[src/jkscan_pkg.sv]
`default_nettype none

package jkscan_pkg;

  localparam int MAX_KEY_BYTES     = 32;
  localparam int MAX_DEPTH_DEFAULT = 255;

  localparam int KEY_LEN_W  = 6;
  localparam int KEY_WORDS  = 4;
  localparam int KEY_WORD_W = 64;
  localparam int CFG_IDX_W  = 3;

  localparam logic [CFG_IDX_W-1:0] CFG_KEY_LENGTH = 3'd0;
  localparam logic [CFG_IDX_W-1:0] CFG_KEY_WORD0  = 3'd1;
  localparam logic [CFG_IDX_W-1:0] CFG_KEY_WORD1  = 3'd2;
  localparam logic [CFG_IDX_W-1:0] CFG_KEY_WORD2  = 3'd3;
  localparam logic [CFG_IDX_W-1:0] CFG_KEY_WORD3  = 3'd4;

  localparam logic [7:0] CH_LBRACE    = 8'h7B;
  localparam logic [7:0] CH_RBRACE    = 8'h7D;
  localparam logic [7:0] CH_LBRACKET  = 8'h5B;
  localparam logic [7:0] CH_RBRACKET  = 8'h5D;
  localparam logic [7:0] CH_COMMA     = 8'h2C;
  localparam logic [7:0] CH_COLON     = 8'h3A;
  localparam logic [7:0] CH_QUOTE     = 8'h22;
  localparam logic [7:0] CH_BACKSLASH = 8'h5C;

  typedef struct packed {
    logic [KEY_LEN_W-1:0]                  length;
    logic [KEY_WORDS-1:0][KEY_WORD_W-1:0]  words;
  } key_cfg_t;

  function automatic logic is_blank(input logic [7:0] b);
    is_blank = (b == 8'h20) || (b >= 8'h09 && b <= 8'h0D);
  endfunction

  function automatic logic [7:0] unescape(input logic [7:0] b);
    case (b)
      8'h6E:   unescape = 8'h0A;
      8'h74:   unescape = 8'h09;
      8'h72:   unescape = 8'h0D;
      8'h62:   unescape = 8'h08;
      8'h66:   unescape = 8'h0C;
      default: unescape = b;
    endcase
  endfunction

endpackage

`default_nettype wire

[src/json_top_level_key_scanner_core.sv]
// Scans a JSON message one byte per item and reports whether a configured
// key appears as a string key at the top level of its outer object.
// Input channel (s_axis): tdata carries one message byte, tlast marks the
// final byte of the message. Output channel (m_axis): one item per message,
// issued for the final byte; tdata bit 0 is the found flag.
// Configuration: cfg_wr_en writes cfg_data into register cfg_index
// (0 key length, 1 to 4 the key bytes eight at a time, byte 0 lowest).
// Registers must only change while no message is in flight.
// Throughput is one byte per clock unless a held result stalls the input.
// A byte is registered on acceptance and then processed by the parser, whose
// state is updated in a single step; the result for the final byte is then
// registered in the m_axis output register, which holds one result while
// the receiver stalls; further bytes are still taken until the next final
// byte reaches the parser, which then waits for the held result to be taken.
// Reset clears the parser state, the key registers and the valid flags of
// both pipeline registers; the block is ready in the cycle after reset.
`default_nettype none

module json_top_level_key_scanner_core #(
  parameter int MAX_DEPTH = jkscan_pkg::MAX_DEPTH_DEFAULT
) (
  input  wire logic                            clk,
  input  wire logic                            rst,
  input  wire logic                            s_axis_tvalid,
  output logic                                 s_axis_tready,
  input  wire logic [7:0]                      s_axis_tdata,  // text_byte
  input  wire logic                            s_axis_tlast,  // end_of_message
  output logic                                 m_axis_tvalid,
  input  wire logic                            m_axis_tready,
  output logic [7:0]                           m_axis_tdata,  // key_found, zeros
  input  wire logic                            cfg_wr_en,
  input  wire logic [jkscan_pkg::CFG_IDX_W-1:0] cfg_index,
  input  wire logic [jkscan_pkg::KEY_WORD_W-1:0] cfg_data
);
  import jkscan_pkg::*;

  key_cfg_t   key_cfg;
  logic       in_valid;
  logic [7:0] in_byte;
  logic       in_last;
  logic       advance;
  logic       found;

  always_ff @(posedge clk) begin
    if (rst) begin
      key_cfg <= '0;
    end else if (cfg_wr_en) begin
      unique case (cfg_index)
        CFG_KEY_LENGTH: key_cfg.length   <= cfg_data[KEY_LEN_W-1:0];
        CFG_KEY_WORD0:  key_cfg.words[0] <= cfg_data;
        CFG_KEY_WORD1:  key_cfg.words[1] <= cfg_data;
        CFG_KEY_WORD2:  key_cfg.words[2] <= cfg_data;
        CFG_KEY_WORD3:  key_cfg.words[3] <= cfg_data;
        default: begin
        end
      endcase
    end
  end

  assign advance       = in_valid && (!in_last || !m_axis_tvalid || m_axis_tready);
  assign s_axis_tready = !in_valid || advance;

  always_ff @(posedge clk) begin
    if (rst) begin
      in_valid <= 1'b0;
    end else if (s_axis_tready) begin
      in_valid <= s_axis_tvalid;
    end
  end

  always_ff @(posedge clk) begin
    if (s_axis_tvalid && s_axis_tready) begin
      in_byte <= s_axis_tdata;
      in_last <= s_axis_tlast;
    end
  end

  jkscan_parser #(
    .MAX_DEPTH(MAX_DEPTH)
  ) u_parser (
    .clk            (clk),
    .rst            (rst),
    .step_en        (advance),
    .text_byte      (in_byte),
    .end_of_message (in_last),
    .key_cfg        (key_cfg),
    .key_found      (found)
  );

  always_ff @(posedge clk) begin
    if (rst) begin
      m_axis_tvalid <= 1'b0;
    end else if (advance && in_last) begin
      m_axis_tvalid <= 1'b1;
    end else if (m_axis_tready) begin
      m_axis_tvalid <= 1'b0;
    end
  end

  always_ff @(posedge clk) begin
    if (advance && in_last) begin
      m_axis_tdata <= {7'd0, found};
    end
  end

endmodule

`default_nettype wire

[src/jkscan_parser.sv]
`default_nettype none

module jkscan_parser #(
  parameter int MAX_DEPTH = jkscan_pkg::MAX_DEPTH_DEFAULT
) (
  input  wire logic                clk,
  input  wire logic                rst,
  input  wire logic                step_en,
  input  wire logic [7:0]          text_byte,
  input  wire logic                end_of_message,
  input  wire jkscan_pkg::key_cfg_t key_cfg,
  output logic                     key_found
);
  import jkscan_pkg::*;

  localparam int DW = $clog2(MAX_DEPTH + 1) + 1;
  localparam logic signed [DW-1:0] DEPTH_HI  = DW'(MAX_DEPTH);
  localparam logic signed [DW-1:0] DEPTH_LO  = -DEPTH_HI;
  localparam logic signed [DW-1:0] DEPTH_ONE = DW'(1);

  localparam logic [2:0] PH_AWAIT   = 3'd0;
  localparam logic [2:0] PH_OBJECT  = 3'd1;
  localparam logic [2:0] PH_STRING  = 3'd2;
  localparam logic [2:0] PH_ESCAPE  = 3'd3;
  localparam logic [2:0] PH_DECIDED = 3'd4;

  localparam logic [KEY_LEN_W-1:0] KEY_MAX = KEY_LEN_W'(MAX_KEY_BYTES);

  logic [2:0]           phase, phase_next;
  logic signed [DW-1:0] depth, depth_next;
  logic                 key_wanted, key_wanted_next;
  logic [KEY_LEN_W-1:0] pos, pos_next;
  logic                 match, match_next;
  logic                 found, found_next;

  logic [2:0] phase_step;
  logic       take;
  logic       do_close;
  logic [7:0] take_byte;
  logic [7:0] key_byte;
  logic       depth_zero;

  assign depth_zero = (depth == '0);
  assign key_byte   = key_cfg.words[pos[4:3]][pos[2:0]*8 +: 8];

  always_comb begin
    phase_step      = phase;
    depth_next      = depth;
    key_wanted_next = key_wanted;
    pos_next        = pos;
    match_next      = match;
    found_next      = found;
    take            = 1'b0;
    do_close        = 1'b0;
    take_byte       = text_byte;

    unique case (phase)
      PH_AWAIT: begin
        if (!is_blank(text_byte)) begin
          phase_step = (text_byte == CH_LBRACE) ? PH_OBJECT : PH_DECIDED;
        end
      end
      PH_OBJECT: begin
        if (!is_blank(text_byte)) begin
          if (text_byte == CH_RBRACE && depth_zero) begin
            phase_step = PH_DECIDED;
          end else if (text_byte == CH_COMMA && depth_zero) begin
            key_wanted_next = 1'b1;
          end else if (text_byte == CH_COLON && depth_zero) begin
            key_wanted_next = 1'b0;
          end else if (text_byte == CH_LBRACE || text_byte == CH_LBRACKET) begin
            if (depth < DEPTH_HI) depth_next = depth + DEPTH_ONE;
          end else if (text_byte == CH_RBRACE || text_byte == CH_RBRACKET) begin
            if (depth > DEPTH_LO) depth_next = depth - DEPTH_ONE;
          end else if (text_byte == CH_QUOTE) begin
            phase_step = PH_STRING;
            pos_next   = '0;
            match_next = 1'b1;
          end
        end
      end
      PH_STRING: begin
        if (text_byte == CH_QUOTE) begin
          do_close = 1'b1;
        end else if (text_byte == CH_BACKSLASH && !end_of_message) begin
          phase_step = PH_ESCAPE;
        end else begin
          take = 1'b1;
        end
      end
      PH_ESCAPE: begin
        take_byte  = unescape(text_byte);
        take       = 1'b1;
        phase_step = PH_STRING;
      end
      default: begin
      end
    endcase

    if (take && match) begin
      if (pos >= key_cfg.length || pos >= KEY_MAX) begin
        match_next = 1'b0;
      end else if (key_byte != take_byte) begin
        match_next = 1'b0;
      end else begin
        pos_next = pos + 1'b1;
      end
    end

    // A string still open on the final byte is compared as if it closed.
    if (end_of_message && (phase_step == PH_STRING || phase_step == PH_ESCAPE)) begin
      do_close = 1'b1;
    end

    phase_next = phase_step;
    if (do_close) begin
      phase_next = PH_OBJECT;
      if (depth_zero && key_wanted && match_next && key_cfg.length <= KEY_MAX &&
          pos_next == key_cfg.length) begin
        phase_next = PH_DECIDED;
        found_next = 1'b1;
      end
    end
  end

  assign key_found = found_next;

  always_ff @(posedge clk) begin
    if (rst) begin
      phase      <= PH_AWAIT;
      depth      <= '0;
      key_wanted <= 1'b1;
      pos        <= '0;
      match      <= 1'b1;
      found      <= 1'b0;
    end else if (step_en) begin
      if (end_of_message) begin
        phase      <= PH_AWAIT;
        depth      <= '0;
        key_wanted <= 1'b1;
        pos        <= '0;
        match      <= 1'b1;
        found      <= 1'b0;
      end else begin
        phase      <= phase_next;
        depth      <= depth_next;
        key_wanted <= key_wanted_next;
        pos        <= pos_next;
        match      <= match_next;
        found      <= found_next;
      end
    end
  end

endmodule

`default_nettype wire
[config.mk]
export PLATFORM = sky130hd
export DESIGN_NAME = json_top_level_key_scanner_core
export DESIGN_NICKNAME = d
export VERILOG_FILES = /design/src/jkscan_pkg.sv /design/src/json_top_level_key_scanner_core.sv /design/src/jkscan_parser.sv
export SDC_FILE = /design/constraint.sdc
export NUM_CORES = 1
export LEC_CHECK = 0
export ABC_AREA = 1
export BUFFER_PORTS_ARGS = -buffer_cell sky130_fd_sc_hd__buf_2
export CELL_PAD_IN_SITES_DETAIL_PLACEMENT = 2
export CELL_PAD_IN_SITES_GLOBAL_PLACEMENT = 2
export CORE_ASPECT_RATIO = 0.9
export CORE_MARGIN = 2
export CORE_UTILIZATION = 37
export DETAILED_ROUTE_END_ITERATION = 8
export PLACE_DENSITY = 0.91
export SYNTH_ARGS = -nofsm -noshare
export SYNTH_HDL_FRONTEND = slang
export SYNTH_SLANG_ARGS = --single-unit
[constraint.sdc]
create_clock -name clk -period 5.8 [get_ports clk]
set_input_delay 0 -clock clk [delete_from_list [all_inputs] [get_ports clk]]
set_output_delay 0 -clock clk [all_outputs]
set_load 0.05 [all_outputs]
### After elaboration in Yosys (flattened, before gate mapping)

Cells that the tools add are included.

| cells by class | value |
|---|---|
| mux-type cells | 70 |
| reduce and logical (&&, ||, !) cells | 40 |
| shifts and indexed selects | 1 |
| order comparisons | 8 |
| add/subtract/negate cells | 3 |
| eq/ne operators | 30 |

Operators with widths:

| operator | number |
|---|---|
| binary-select mux 64 bit (select 2 bit) | 1 |
| two-way mux 9 bit | 10 |
| equality test 8 x 7 -> 1 bit, second input constant | 10 |
| two-way mux 6 bit | 12 |
| two-way mux 64 bit | 1 |
| indexed part select 64 x 7 -> 8 bit | 1 |
| two-way mux 3 bit | 14 |
| case mux 8 bit (5 select lines) | 1 |
| equality test 8 x 6 -> 1 bit, second input constant | 4 |
| two-way mux 1 bit | 28 |
| equality test 3 x 2 -> 1 bit, second input constant | 6 |
| logical AND 1 bit | 14 |
| case mux 3 bit (4 select lines) | 1 |
| AND reduction 2 bit | 5 |
| adder 9 x 2 -> 9 bit, second input constant | 1 |
| greater-than comparator 9 bit, second input constant | 1 |
| zero test 9 bit | 1 |
| less-than comparator 9 bit, second input constant | 1 |
| AND reduction 9 bit | 1 |
| nonzero test 3 bit | 3 |
| subtractor 9 x 2 -> 9 bit, second input constant | 1 |
| >= comparator 8 x 4 -> 1 bit, second input constant | 1 |
| <= comparator 8 x 4 -> 1 bit, second input constant | 1 |
| logical OR 1 bit | 8 |
| 17 further kinds | 25 |

| word-level totals | value |
|---|---|
| register bits after elaboration | 295 |
| logic and storage cells | 168 |
| output and inout port bits | 10 |
| bits of input ports | 81 |

### Depth between registers and ports, before layout

Gate-level depths: netlist of the first run.

| logic depth | value |
|---|---|
| word-level depth | 18 |
| mapped depth | 27 |
| mapped depth without buffers | 25 |

### Hierarchy

Synthesis of the first run repeated with hierarchy kept, for this count alone.

| unflattened totals | value |
|---|---|
| cell total of the unflattened synthesis | 2565 |
| area, all modules | 15956.6 um^2 |

By module, submodules not included:

| module | area each (um^2) | times used | seq. area each (um^2) | cells an instance |
|---|---|---|---|---|
| json_top_level_key_scanner_core | 11105.7 | 1 | 5585.4 | 1587 |
| jkscan_parser | 4850.9 | 1 | 420.4 | 978 |

### Worst setup path after synthesis of the first run

No wires, ideal clock.

| timing path | value |
|---|---|
| path kind | register to register |
| start | register u_parser.pos[0] |
| end | register m_axis_tdata[0], data pin |
| library setup time | 0.254 ns |
| required time | 5.546 ns |
| period minus slack after synthesis | 2.911 ns |
| setup slack | 2.889 ns |
| path buffers | 1 |
| cell stages (with the launch flop) | 24 |
| arrival | 2.657 ns |
| path through | dfxtp_1 -> inv_2 -> clkbuf_1 -> ha_1 -> o21ai_0 -> a21boi_0 -> o21ai_0 -> nand2_1 -> nand2_1 -> nand2_1 -> nand2_1 -> nand2_1 -> nor2_1 -> nand3_4 -> nand2_1 -> nand3_1 -> nand2_1 -> inv_1 -> nand2_1 -> nor2_1 -> nand2_1 -> inv_1 -> nor2_1 -> inv_1 |

| on the way | value |
|---|---|
| word-level cells in the longest chain between the ends | 15 |
| elaborated cells on any way between the ends | 26 |
| those cells by class | add/sub (1); order compare (2); eq/ne (2); shift (1); mux (16); reduce/logical (4) |

RTL lines:

| element | line | RTL |
|---|---|---|
| start, declared | jkscan_parser.sv:32 | `logic [KEY_LEN_W-1:0] pos, pos_next;` |
| start signal, assigned | jkscan_parser.sv:148 | `pos <= pos_next;` |
| branches (longest 12 deep; another with indexed part select 64 x 7 -> 8 bit) | n/a |  |
| logical AND 1 bit (*) | jkscan_parser.sv:118 | `if (depth_zero && key_wanted && match_next && key_cfg.length <= KEY_MAX &&` |
| two-way mux 1 bit (*) | jkscan_parser.sv:118 |  |
| two-way mux 1 bit (*) | jkscan_parser.sv:116 | `if (do_close) begin` |
| via found | json_top_level_key_scanner_core.sv:42 | `logic found;` |
| end signal, assigned | json_top_level_key_scanner_core.sv:102 | `m_axis_tdata <= {7'd0, found};` |
| end, declared | json_top_level_key_scanner_core.sv:30 | `output logic [7:0] m_axis_tdata,` |

Mark *: on every way through the listed nets, which the timed path passes.
A chain may end at the register's enable or synchronous reset.

### Worst setup path in the final report of the first run

| timing path | value |
|---|---|
| start | register u_parser.pos[3] |
| end | register m_axis_tdata[0], data pin |

| on the way | value |
|---|---|
| word-level cells in the longest chain between the ends | 15 |
| elaborated cells on any way between the ends | 28 |
| those cells by class | add/sub (1); order compare (2); eq/ne (2); shift (1); mux (18); reduce/logical (4) |

RTL lines:

| element | line |
|---|---|
| branches (longest 12 deep; another with binary-select mux 64 bit (select 2 bit)) | n/a |
| logical AND 1 bit (*) | jkscan_parser.sv:118 |
| two-way mux 1 bit (*) | jkscan_parser.sv:118 |
| two-way mux 1 bit (*) | jkscan_parser.sv:116 |
| via found | json_top_level_key_scanner_core.sv:42 |

Mark *: on every way through the listed nets, which the timed path passes. The select of a mux whose other input is x is not followed.

==> run_results.csv, run 1 <==
group,metric,value,unit
pwr,p_seq_frac,0.439,
cts,cts_tree,"done",
die,io_pins,91,
worst_setup_path,path_buf_inv,7,
cts,post_cts_resized,0,
die,row_count,68,
final_layout,syn_to_final_growth,17.2,%
worst_setup_path,cp_data_required_time,6.12,ns
cts,cts_sinks,295,
pwr,peakVddDrop,0.000181,V
global_routing,grt_util_all_layers,0.375,
worst_setup_path,crit_type,"reg -> reg",
global_routing,antenna_found_initial,2,
timing,rsz0062_at_grt,"no",
logic_synthesis,syn_inst,2154,
final_layout,drive_above_1_share,0.0835,
die,die_x,211,um
pwr,p_switching,0.00136,W
final_layout,utilization,0.438,
die,die_y,190,um
detailed_routing,drtAntennaViolNets,0,
worst_setup_path,critPathLaunch,"u_parser.pos[3]",
cts,insertion_delay,0.57,ns
detailed_routing,drt-met1-wl,29.2,mm
cts,cts.clk_slew.worst_paths,0.07,ns
placed_design,dp_hpwl,36.5,mm
timing,drv_slew,0,
pwr,power.share.switching,0.277,
logic_synthesis,async_flop_share,0,
status,outcome,"completed",
detailed_routing,num_vias,16600,
logic_synthesis,ys_ff_latch,295,
pwr,p_per_area,294,nW/um^2
logic_synthesis,syn_area,14300,sq um
timing,setup_violations,0,
logic_synthesis,synthFlopType,"dfxtp_1",
global_routing,grt_pass1_vias,18700,
worst_setup_path,critical_path.slowest_cell,"buf_4",
die,core,38200,sq um
pwr,clkPwrFrac,0.477,
detailed_routing,highest_layer,"met5",
timing,worstMarginPinSlew,1.31,ns
cts,cts_buffers,35,
logic_synthesis,yosysSeqAreaShare,0.421,
die,start_util,0.373,
worst_setup_path,cp-end-kind,"flop",
timing,slew_headroom,0.128,
timing,fin_crit,5.31,ns
worst_hold_path,min_path_type,"in -> reg",
logic_synthesis,yosysWarnings,0,
timing,fmax,0.188,GHz
detailed_routing,first_pass_iters,5,
detailed_routing,viasPerCell,6.04,
cts,htree_levels,2,
global_routing,grt_max_degree,135,
placed_design,post-place-ws,1.42,ns
placed_design,port_buffers,83,
pwr,p_leak,6.98,nW
timing,worst_slack,0.495,ns
worst_setup_path,worstPathMaxFanout,57,
cts,cts_root_buf,"clkbuf_16",
timing,fin_crit_sh,0.915,
worst_hold_path,min_from,"s_axis_tlast",
logic_synthesis,synth_cell_types,38,
die,die_area,40100,sq um
pwr,pwr-share-comb,0.084,
worst_setup_path,cp_top_family,"simple AND/OR/NAND/NOR gates",
logic_synthesis,syn_avg_cell_area,6.62,sq um
detailed_routing,dr_wl_met3,5.30,mm
detailed_routing,wl_met2,36.3,mm
final_layout,nets,2326,
worst_setup_path,crit_arrival,5.62,ns
detailed_routing,drt-initial-drc-count,1395,
global_routing,grt_pass1_wl,115,mm
timing,tns,0,ns
logic_synthesis,synth_edf_count,10,
cts,cts_buffer_depth,3,
placed_design,place.gp.congestion,0.815,
detailed_routing,wl_per_cell,27.5,um
worst_setup_path,regToRegStartpoint,"u_parser.pos[3]",
detailed_routing,drc_errors,0,
cts,post_cts_buffers,0,
job,max-cap-violations,0,
worst_setup_path,crit_top_cell,"nand2_1",
worst_setup_path,cpPeakStageDelay,0.63,ns
timing,finClkSkew,0.0305,ns
timing,hold_viol,0,
worst_setup_path,cp-start-kind,"flop",
global_routing,overflow,0,
pwr,p_int,0.00356,W
detailed_routing,drt_wl_total,75.3,mm
repair_timing:
action                     4_1_cts  5_1_grt
hold endpoints to repair       287        0
hold buffers                    78        0
setup endpoints to repair        0        0
cells by family (layout without fill, tap and decap cells):
family	count (synthesis)	in the layout	synth area share
buffers and inverters	291	382	0.0856
xor gates and xnor gates	6	6	0.00368
DFF	295	295	0.421
adders and majority gates	16	16	0.0146
and+or+nand+nor	1110	1110	0.320
other	1	9	0.000263
AOI/OAI and AO/OA	435	435	0.155
routing by layer:
| metal | track usage | up-vias |
|---|---|---|
| met5 | 0.00862 | - |
| met4 | 0.218 | 2 |
| met3 | 0.0812 | 336 |
| met2 | 0.641 | 850 |
| met1 | 0.435 | 8290 |
| li1 | - | 7084 |
worst register-to-register path: stages, from the launching register on:
cell      delay (ns)
dfxtp_4         0.50
clkinv_2        0.16
buf_4           0.58
buf_4           0.71
nand2_1         0.14
nand3_1         0.13
nand2_1         0.09
nand2_1         0.08
nand3_1         0.12
nor2_1          0.43
inv_1           0.17
nand2_1         0.13
nand2_1         0.10
nand2_1         0.09
nand2_1         0.16
nor2_8          0.21
nand3_4         0.16
nand2_1         0.19
nand3_1         0.14
nand2_1         0.11
inv_1           0.06
nand2_1         0.11
nor2_1          0.08
nand2_1         0.14
inv_1           0.08
nor2_1          0.13
inv_1           0.08
cell type report:
cell class / count / area, sq um
fillers: 4416 / 21500
multi-input cells: 1574 / 7080
clock buffers: 44 / 972
diodes: 2 / 5.00
well taps: 490 / 613
clock inverters: 15 / 151
inverters: 145 / 554
repair buffers: 178 / 1320
flip-flops and latches: 295 / 6010
power groups by stage:
stage                     registers (W)  logic [W]  clock network [W]
final                           0.00216   0.000412            0.00234
after global routing            0.00216   0.000442            0.00244
after floorplan                 0.00218   0.000197                  0
after detailed placement        0.00219   0.000324                  0
after global placement          0.00219   0.000302                  0
after CTS                       0.00215   0.000388            0.00231
per-stage QoR:
stage | power [W] | instance area, sq um | hold slack, ns | instances
2_1_floorplan | 0.00238 | 14300 | 0.0989 | 2160
3_3_place_gp | 0.00249 | 14800 | 0.177 | 2604
3_5_place_dp | 0.00252 | 14800 | 0.181 | 2604
4_1_cts | 0.00485 | 16700 | 0.146 | 2741
5_1_grt | 0.00504 | 16700 | 0.152 | 2743
6_report | 0.00492 | 16700 | 0.144 | 2743
Yosys cell counts, types with 2 or more instances:
master | number | area (sq um)
dfxtp_1 | 285 | 5710
xor2_1 | 5 | 43.8
a21oi_1 | 132 | 661
inv_2 | 14 | 52.6
buf_6 | 4 | 45.0
clkbuf_1 | 98 | 368
ha_1 | 15 | 188
clkinv_1 | 2 | 7.51
buf_4 | 18 | 135
buf_2 | 25 | 125
nand2_1 | 413 | 1550
nand3_1 | 207 | 1040
o21ai_0 | 279 | 1400
nor2_4 | 2 | 22.5
nand2_2 | 4 | 25.0
nor3_1 | 10 | 50.1
o2111ai_1 | 2 | 17.5
nand4_1 | 11 | 68.8
o211ai_1 | 2 | 15.0
o21ai_1 | 14 | 70.1
or2_2 | 6 | 37.5
edfxtp_1 | 10 | 300
nor2_1 | 446 | 1670
nor4_1 | 4 | 25.0
nand3b_1 | 4 | 30.0
inv_1 | 129 | 484
a21boi_0 | 2 | 15.0
layout by cell type (no fill, tap or decap), types with 15 or more instances in the layout:
cell	synthesis	routed
inv_1	129	128
clkbuf_16	0	37
nand3_1	207	205
ha_1	15	15
buf_4	18	17
buf_2	25	83
a21oi_1	132	132
nor2_1	446	446
dlygate4sd3_1	0	78
nand2_1	413	413
dfxtp_1	285	283
o21ai_0	279	279
worst paths after layout:
check / to / slack [ns] / cells past startpoint
hold / removal: in_last / 0.14 / 2
setup reg to reg: m_axis_tdata[0] / 0.49 / 26
setup / recovery: m_axis_tdata[0] / 0.49 / 26
hold reg to reg: key_cfg[138] / 0.45 / 2
flip-flops by register name, summed over array words and instances, names as in the netlist:
register	count
in_byte	8
m_axis_tdata	1
u_parser.key_wanted	1
in_valid	1
in_last	1
u_parser.phase	3
u_parser.depth	9
u_parser.found	1
key_cfg	262
u_parser.pos	6
u_parser.match	1
m_axis_tvalid	1
(Power assumes the default switching activity.)
==> run 2, diff against run 1 <==
Settings changed: CELL_PAD_IN_SITES_DETAIL_PLACEMENT 2 to default, CELL_PAD_IN_SITES_GLOBAL_PLACEMENT 2 to default, CORE_UTILIZATION 37 to 65, PLACE_DENSITY 0.91 to 0.9.
==> run_results.csv, run 2 (same netlist as run 1, synthesis figures left out) <==
group,metric,value,unit
status,outcome,"completed",
global_routing,grt_pass1_vias,14000,
final_layout,antenna_cells,0,
worst_hold_path,min_path_type,"in -> reg",
detailed_routing,drt_wl_total,42.5,mm
pwr,p_leak,6.87,nW
final_layout,syn_to_final_growth,14.1,%
placed_design,port_buffers,83,
detailed_routing,drc_errors,0,
timing,finClkSkew,0.0174,ns
timing,fmax,0.238,GHz
worst_hold_path,whs_endpoint,"key_cfg[132]",
final_layout,nets,2319,
worst_setup_path,worstPathMaxFanout,60,
pwr,power.share.switching,0.241,
worst_setup_path,cp_data_required_time,6.12,ns
final_layout,drive_above_1_share,0.0776,
detailed_routing,num_vias,14900,
die,die_x,160,um
worst_setup_path,cpPeakStageDelay,0.65,ns
global_routing,grt_pass1_wl,68.0,mm
pwr,p_seq_frac,0.488,
final_layout,seqCellArea,6010,sq um
worst_setup_path,cp-end-kind,"flop",
pwr,p_per_area,270,nW/um^2
timing,slew_headroom,0.302,
pwr,power,0.00440,W
pwr,p_switching,0.00106,W
cts,cts.clk_slew.worst_paths,0.06,ns
timing,rsz0062_at_grt,"no",
pwr,pwr-share-comb,0.079,
final_layout,largest_registers,"key_cfg x262, u_parser.depth x9, in_byte x8",
worst_hold_path,min_from,"cfg_index[2]",
cts,cts_buffers,30,
final_layout,top_register,"key_cfg",
die,die_area,23100,sq um
global_routing,grt_util_all_layers,0.357,
cts,cts_tree,"done",
worst_setup_path,critical_path.slowest_cell,"dfxtp_4",
global_routing,grt_max_degree,170,
detailed_routing,viasPerCell,5.89,
placed_design,dp_hpwl,24.3,mm
die,core,21600,sq um
cts,insertion_delay,0.57,ns
placed_design,place.gp.congestion,0.959,
worst_setup_path,path_buf_inv,5,
worst_setup_path,regToRegStartpoint,"u_parser.pos[3]",
job,max-cap-violations,0,
detailed_routing,wl_per_cell,16.8,um
cts,cts_sinks,295,
timing,setup_violations,0,
global_routing,antenna_found_initial,0,
cts,cts_root_buf,"clkbuf_16",
final_layout,final_cell_mix,"446 x nor2_1, 413 x nand2_1, 283 x dfxtp_1",
final_layout,fill_cells,1598,
die,io_pins,91,
worst_setup_path,crit_top_cell,"nand2_1",
worst_setup_path,crit_arrival,4.52,ns
timing,hold_viol,0,
pwr,clkPwrFrac,0.433,
detailed_routing,drtAntennaViolNets,0,
cts,post_cts_buffers,0,
cts,cts_buffer_depth,3,
timing,worstMarginPinSlew,1.05,ns
cts,htree_levels,1,
detailed_routing,drt-initial-drc-count,1991,
global_routing,overflow,0,
timing,fin_crit,4.20,ns
detailed_routing,first_pass_iters,8,
worst_setup_path,crit_type,"reg -> reg",
timing,fin_crit_sh,0.724,
die,row_count,51,
worst_setup_path,r2r_cells,23,
timing,tns,0,ns
timing,drv_slew,0,
worst_setup_path,r2r_slack,1.60,ns
worst_setup_path,cp_top_family,"simple AND/OR/NAND/NOR gates",
die,start_util,0.661,
final_layout,largest_register_ffs,262,
final_layout,mostFrequentLayoutCell,"nor2_1",
die,die_y,145,um
worst_setup_path,regToRegEndpoint,"m_axis_tdata[0]",
pwr,p_int,0.00334,W
pwr,peakVddDrop,0.000267,V
final_layout,multiInputGateArea,7080,sq um
worst_hold_path,hold_depth,4,
worst_setup_path,path_cells,"buf_4 > buf_4 > nand2_1 > nand3_1 > nand3_1 > nand3_1 > nand3_1 > nand2_1 > nand2_1 > nand2_1 > nand2_2 > nor2_4 > nand3_4 > nand2_1 > nand3_1 > nand2_1 > inv_1 > nand2_1 > nor2_1 > nand2_1 > inv_1 > nor2_1 > inv_1",
worst_setup_path,cp-start-kind,"flop",
-- run 2: cell type report --
cell class,instances,share of cell area
clock buffer,46,0.0529
clock inverter,6,0.00600
inverter,145,0.0338
multi-input combinational,1574,0.435
sequential,295,0.369
tap,291,0.0224
timing repair buffer,176,0.0804
-- run 2: what timing repair did --
| item | in CTS | in global routing |
|---|---|---|
| resized for setup | 0 | 0 |
| hold buffers | 78 | 0 |
| hold endpoints to repair | 299 | 0 |
-- run 2: how the worst max path moves through the flow --
stage / startpoint / to / slack, ns / cells after the start
after floorplan: u_parser.pos[0] / m_axis_tdata[0] / 2.89 / 23
after global placement: u_parser.pos[3] / m_axis_tdata[0] / 1.78 / 25
after detailed placement: u_parser.pos[3] / m_axis_tdata[0] / 1.77 / 25
after CTS: u_parser.pos[3] / m_axis_tdata[0] / 1.75 / 25
after global routing: u_parser.pos[3] / m_axis_tdata[0] / 1.37 / 25
final: u_parser.pos[3] / m_axis_tdata[0] / 1.60 / 23
-- run 2: layer usage --
layer	vias to the layer above	GRT usage	share of wire
met1	6759	0.456	0.39
li1	7080	-	-
met5	-	0	0
met4	0	0.148	0.036
met2	939	0.612	0.46
met3	148	0.0553	0.11
-- run 2: worst register-to-register path: stages, from the launching register on --
cell and delay (ns):
dfxtp_4 0.65, buf_4 0.61, buf_4 0.64, nand2_1 0.16, nand3_1 0.11, nand3_1 0.12
nand3_1 0.20, nand3_1 0.12, nand2_1 0.08, nand2_1 0.05, nand2_1 0.08, nand2_2 0.07
nor2_4 0.23, nand3_4 0.13, nand2_1 0.14, nand3_1 0.08, nand2_1 0.06, inv_1 0.03
nand2_1 0.05, nor2_1 0.04, nand2_1 0.09, inv_1 0.04, nor2_1 0.11, inv_1 0.05
-- run 2: power by group through the flow --
stage | clock, W | sequential [W] | combinational, W
6_report | 0.00191 | 0.00215 | 0.000347
3_5_place_dp | 0 | 0.00219 | 0.000292
3_3_place_gp | 0 | 0.00219 | 0.000283
4_1_cts | 0.00191 | 0.00214 | 0.000335
5_1_grt | 0.00199 | 0.00215 | 0.000383
2_1_floorplan | 0 | 0.00218 | 0.000197
-- run 2: stage by stage --
stage | std cells | cell area, sq um | worst slack [ns] | util | hold slack, ns
2_1_floorplan | 2160 | 14300 | 2.89 | - | 0.0989
3_3_place_gp | 2403 | 14500 | 1.78 | 0.674 | 0.178
3_5_place_dp | 2403 | 14500 | 1.77 | 0.674 | 0.180
4_1_cts | 2533 | 16300 | 1.75 | 0.755 | 0.0329
5_1_grt | 2533 | 16300 | 1.37 | 0.755 | 0.0864
6_report | 2533 | 16300 | 1.60 | 0.755 | 0.0385
==> run 3, diff against run 2 <==
Settings changed: CORE_UTILIZATION 65 to 55, PLACE_DENSITY 0.9 to 0.81.
Clock period 5.8 ns to 3.6 ns, I/O delays scaled along.
==> run_results.csv, run 3 (same netlist as run 1, synthesis figures left out) <==
group,metric,value,unit
placed_design,post-place-ws,0.450,ns
timing,tns,0,ns
final_layout,nets,2332,
worst_setup_path,cpPeakStageDelay,0.34,ns
detailed_routing,first_pass_iters,6,
global_routing,antenna_found_initial,0,
cts,cts_buffer_depth,3,
timing,fin_crit_sh,0.910,
timing,slew_headroom,0.356,
timing,hold_viol,0,
job,max-cap-violations,0,
global_routing,grt_max_degree,127,
global_routing,overflow,0,
timing,drv_slew,0,
placed_design,placed_area,14800,sq um
detailed_routing,drt_wl_total,42.9,mm
die,die_x,174,um
status,outcome,"completed",
final_layout,mostFrequentLayoutCell,"nor2_1",
detailed_routing,drt-initial-drc-count,1698,
pwr,p_int,0.00549,W
pwr,p_seq_frac,0.477,
final_layout,stdcell_area,16600,sq um
timing,worst_slack,0.324,ns
detailed_routing,wl_per_cell,16.5,um
final_layout,fill_cells,2209,
pwr,peakVddDrop,0.000424,V
worst_setup_path,cp-start-kind,"flop",
detailed_routing,num_vias,14600,
worst_setup_path,cp_top_family,"simple AND/OR/NAND/NOR gates",
worst_setup_path,critical_path.slowest_cell,"dfxtp_2",
worst_setup_path,crit_type,"reg -> reg",
placed_design,dp_hpwl,25.5,mm
timing,finClkSkew,0.00716,ns
final_layout,syn_to_final_growth,16.3,%
pwr,clkPwrFrac,0.445,
timing,worstMarginPinSlew,0.965,ns
die,core,25300,sq um
final_layout,drive_above_1_share,0.0872,
timing,rsz0062_at_grt,"no",
placed_design,place.gp.congestion,0.958,
die,io_pins,91,
pwr,p_switching,0.00175,W
final_layout,antenna_cells,0,
pwr,power.share.switching,0.242,
detailed_routing,viasPerCell,5.60,
die,die_y,157,um
placed_design,port_buffers,83,
timing,fin_crit,3.28,ns
pwr,p_per_area,436,nW/um^2
final_layout,final_cell_mix,"446 x nor2_1, 413 x nand2_1, 283 x dfxtp_1",
global_routing,grt_util_all_layers,0.309,
timing,fmax,0.305,GHz
cts,cts_sinks,295,
detailed_routing,drc_errors,0,
detailed_routing,drtAntennaViolNets,0,
worst_hold_path,min_path_type,"in -> reg",
pwr,p_leak,7.02,nW
cts,cts_buffers,30,
final_layout,largest_registers,"key_cfg x262, u_parser.depth x9, in_byte x8",
global_routing,grt_pass1_vias,13600,
cts,htree_levels,1,
final_layout,utilization,0.655,
final_layout,largest_register_ffs,262,
worst_setup_path,crit_arrival,3.59,ns
worst_setup_path,path_cells,"inv_2 > buf_4 > nand3_1 > nand3_1 > nand3_1 > inv_1 > nor2_1 > nor2_1 > nand2_1 > nand2_1 > nand2_2 > nor2_4 > nand3_4 > nand2_1 > nand3_1 > nand2_1 > inv_1 > nand2_1 > nor2_1 > nand2_1 > inv_1 > nor2_1 > inv_1",
cts,cts_root_buf,"clkbuf_16",
worst_setup_path,path_buf_inv,6,
worst_setup_path,worstPathMaxFanout,17,
pwr,pwr-share-comb,0.078,
worst_setup_path,cp-end-kind,"flop",
timing,setup_violations,0,
global_routing,grt_pass1_wl,69.2,mm
cts,insertion_delay,0.56,ns
die,row_count,55,
die,die_area,27200,sq um
cts,cts_tree,"done",
final_layout,top_register,"key_cfg",
worst_setup_path,cp_data_required_time,3.92,ns
die,start_util,0.563,
cts,cts.clk_slew.worst_paths,0.07,ns
worst_setup_path,crit_top_cell,"nand2_1",
[run 3: changes by cell type in the layout (fill, tap and decap cells not counted)]
cell	change
clkinv_2	+4
clkbuf_16	+3
buf_4	+7
clkbuf_1	-5
buf_12	+6
nor3_1	-1
bufinv_16	-2
nor3_2	+1
clkinv_8	-1
clkbuf_8	+6
inv_6	-1
[run 3: power groups by stage]
stage          Clock (W)  Combinational (W)  Sequential (W)
2_1_floorplan          0           0.000317         0.00351
3_3_place_gp           0           0.000468         0.00352
3_5_place_dp           0           0.000479         0.00352
4_1_cts          0.00323           0.000549         0.00345
5_1_grt          0.00338           0.000623         0.00346
6_report         0.00322           0.000561         0.00345
[run 3: worst paths after layout]
check / startpoint / end / slack [ns] / depth (start not counted)
min: cfg_index[0] / key_cfg[259] / 0.07 / 4
min reg2reg: key_cfg[147] / key_cfg[147] / 0.44 / 2
max reg2reg: u_parser.pos[4] / m_axis_tdata[0] / 0.32 / 23
max: u_parser.pos[4] / m_axis_tdata[0] / 0.32 / 23
[run 3: stage by stage]
step | hold WS [ns] | total power [W] | cells
2_1_floorplan | 0.0989 | 0.00383 | 2160
3_3_place_gp | 0.178 | 0.00399 | 2467
4_1_cts | 0.0435 | 0.00723 | 2601
3_5_place_dp | 0.179 | 0.00400 | 2467
5_1_grt | 0.116 | 0.00747 | 2601
6_report | 0.0689 | 0.00724 | 2601
[run 3: tightest hold or removal path, cell delays in order]
cell and delay [ns]:
buf_2 0.15, nor3_1 0.08, inv_1 0.24, a21oi_1 0.11
[run 3: layout make-up]
class | count | area [sq um] | area share
well taps | 342 | 428 | 0.0258
multi-input cells | 1574 | 7090 | 0.427
flip-flops and latches | 295 | 6010 | 0.362
repair buffers | 189 | 1480 | 0.0893
clock buffers | 50 | 1000 | 0.0603
inverters | 145 | 551 | 0.0332
clock inverters | 6 | 32.5 | 0.00196
[run 3: what timing repair did]
action | 4_1_cts | 5_1_grt
hold buffers | 78 | 0
gates resized for setup | 0 | 1
setup endpoints to repair | 0 | 2
buffers inserted | 0 | 0
endpoints found under the hold margin | 290 | 0
[run 3: routing by layer]
layer | GRT usage | routed length, um
met1 | 0.415 | 18500
met2 | 0.519 | 19800
met3 | 0.0476 | 3530
met4 | 0.0836 | 1090
met5 | 0 | 0
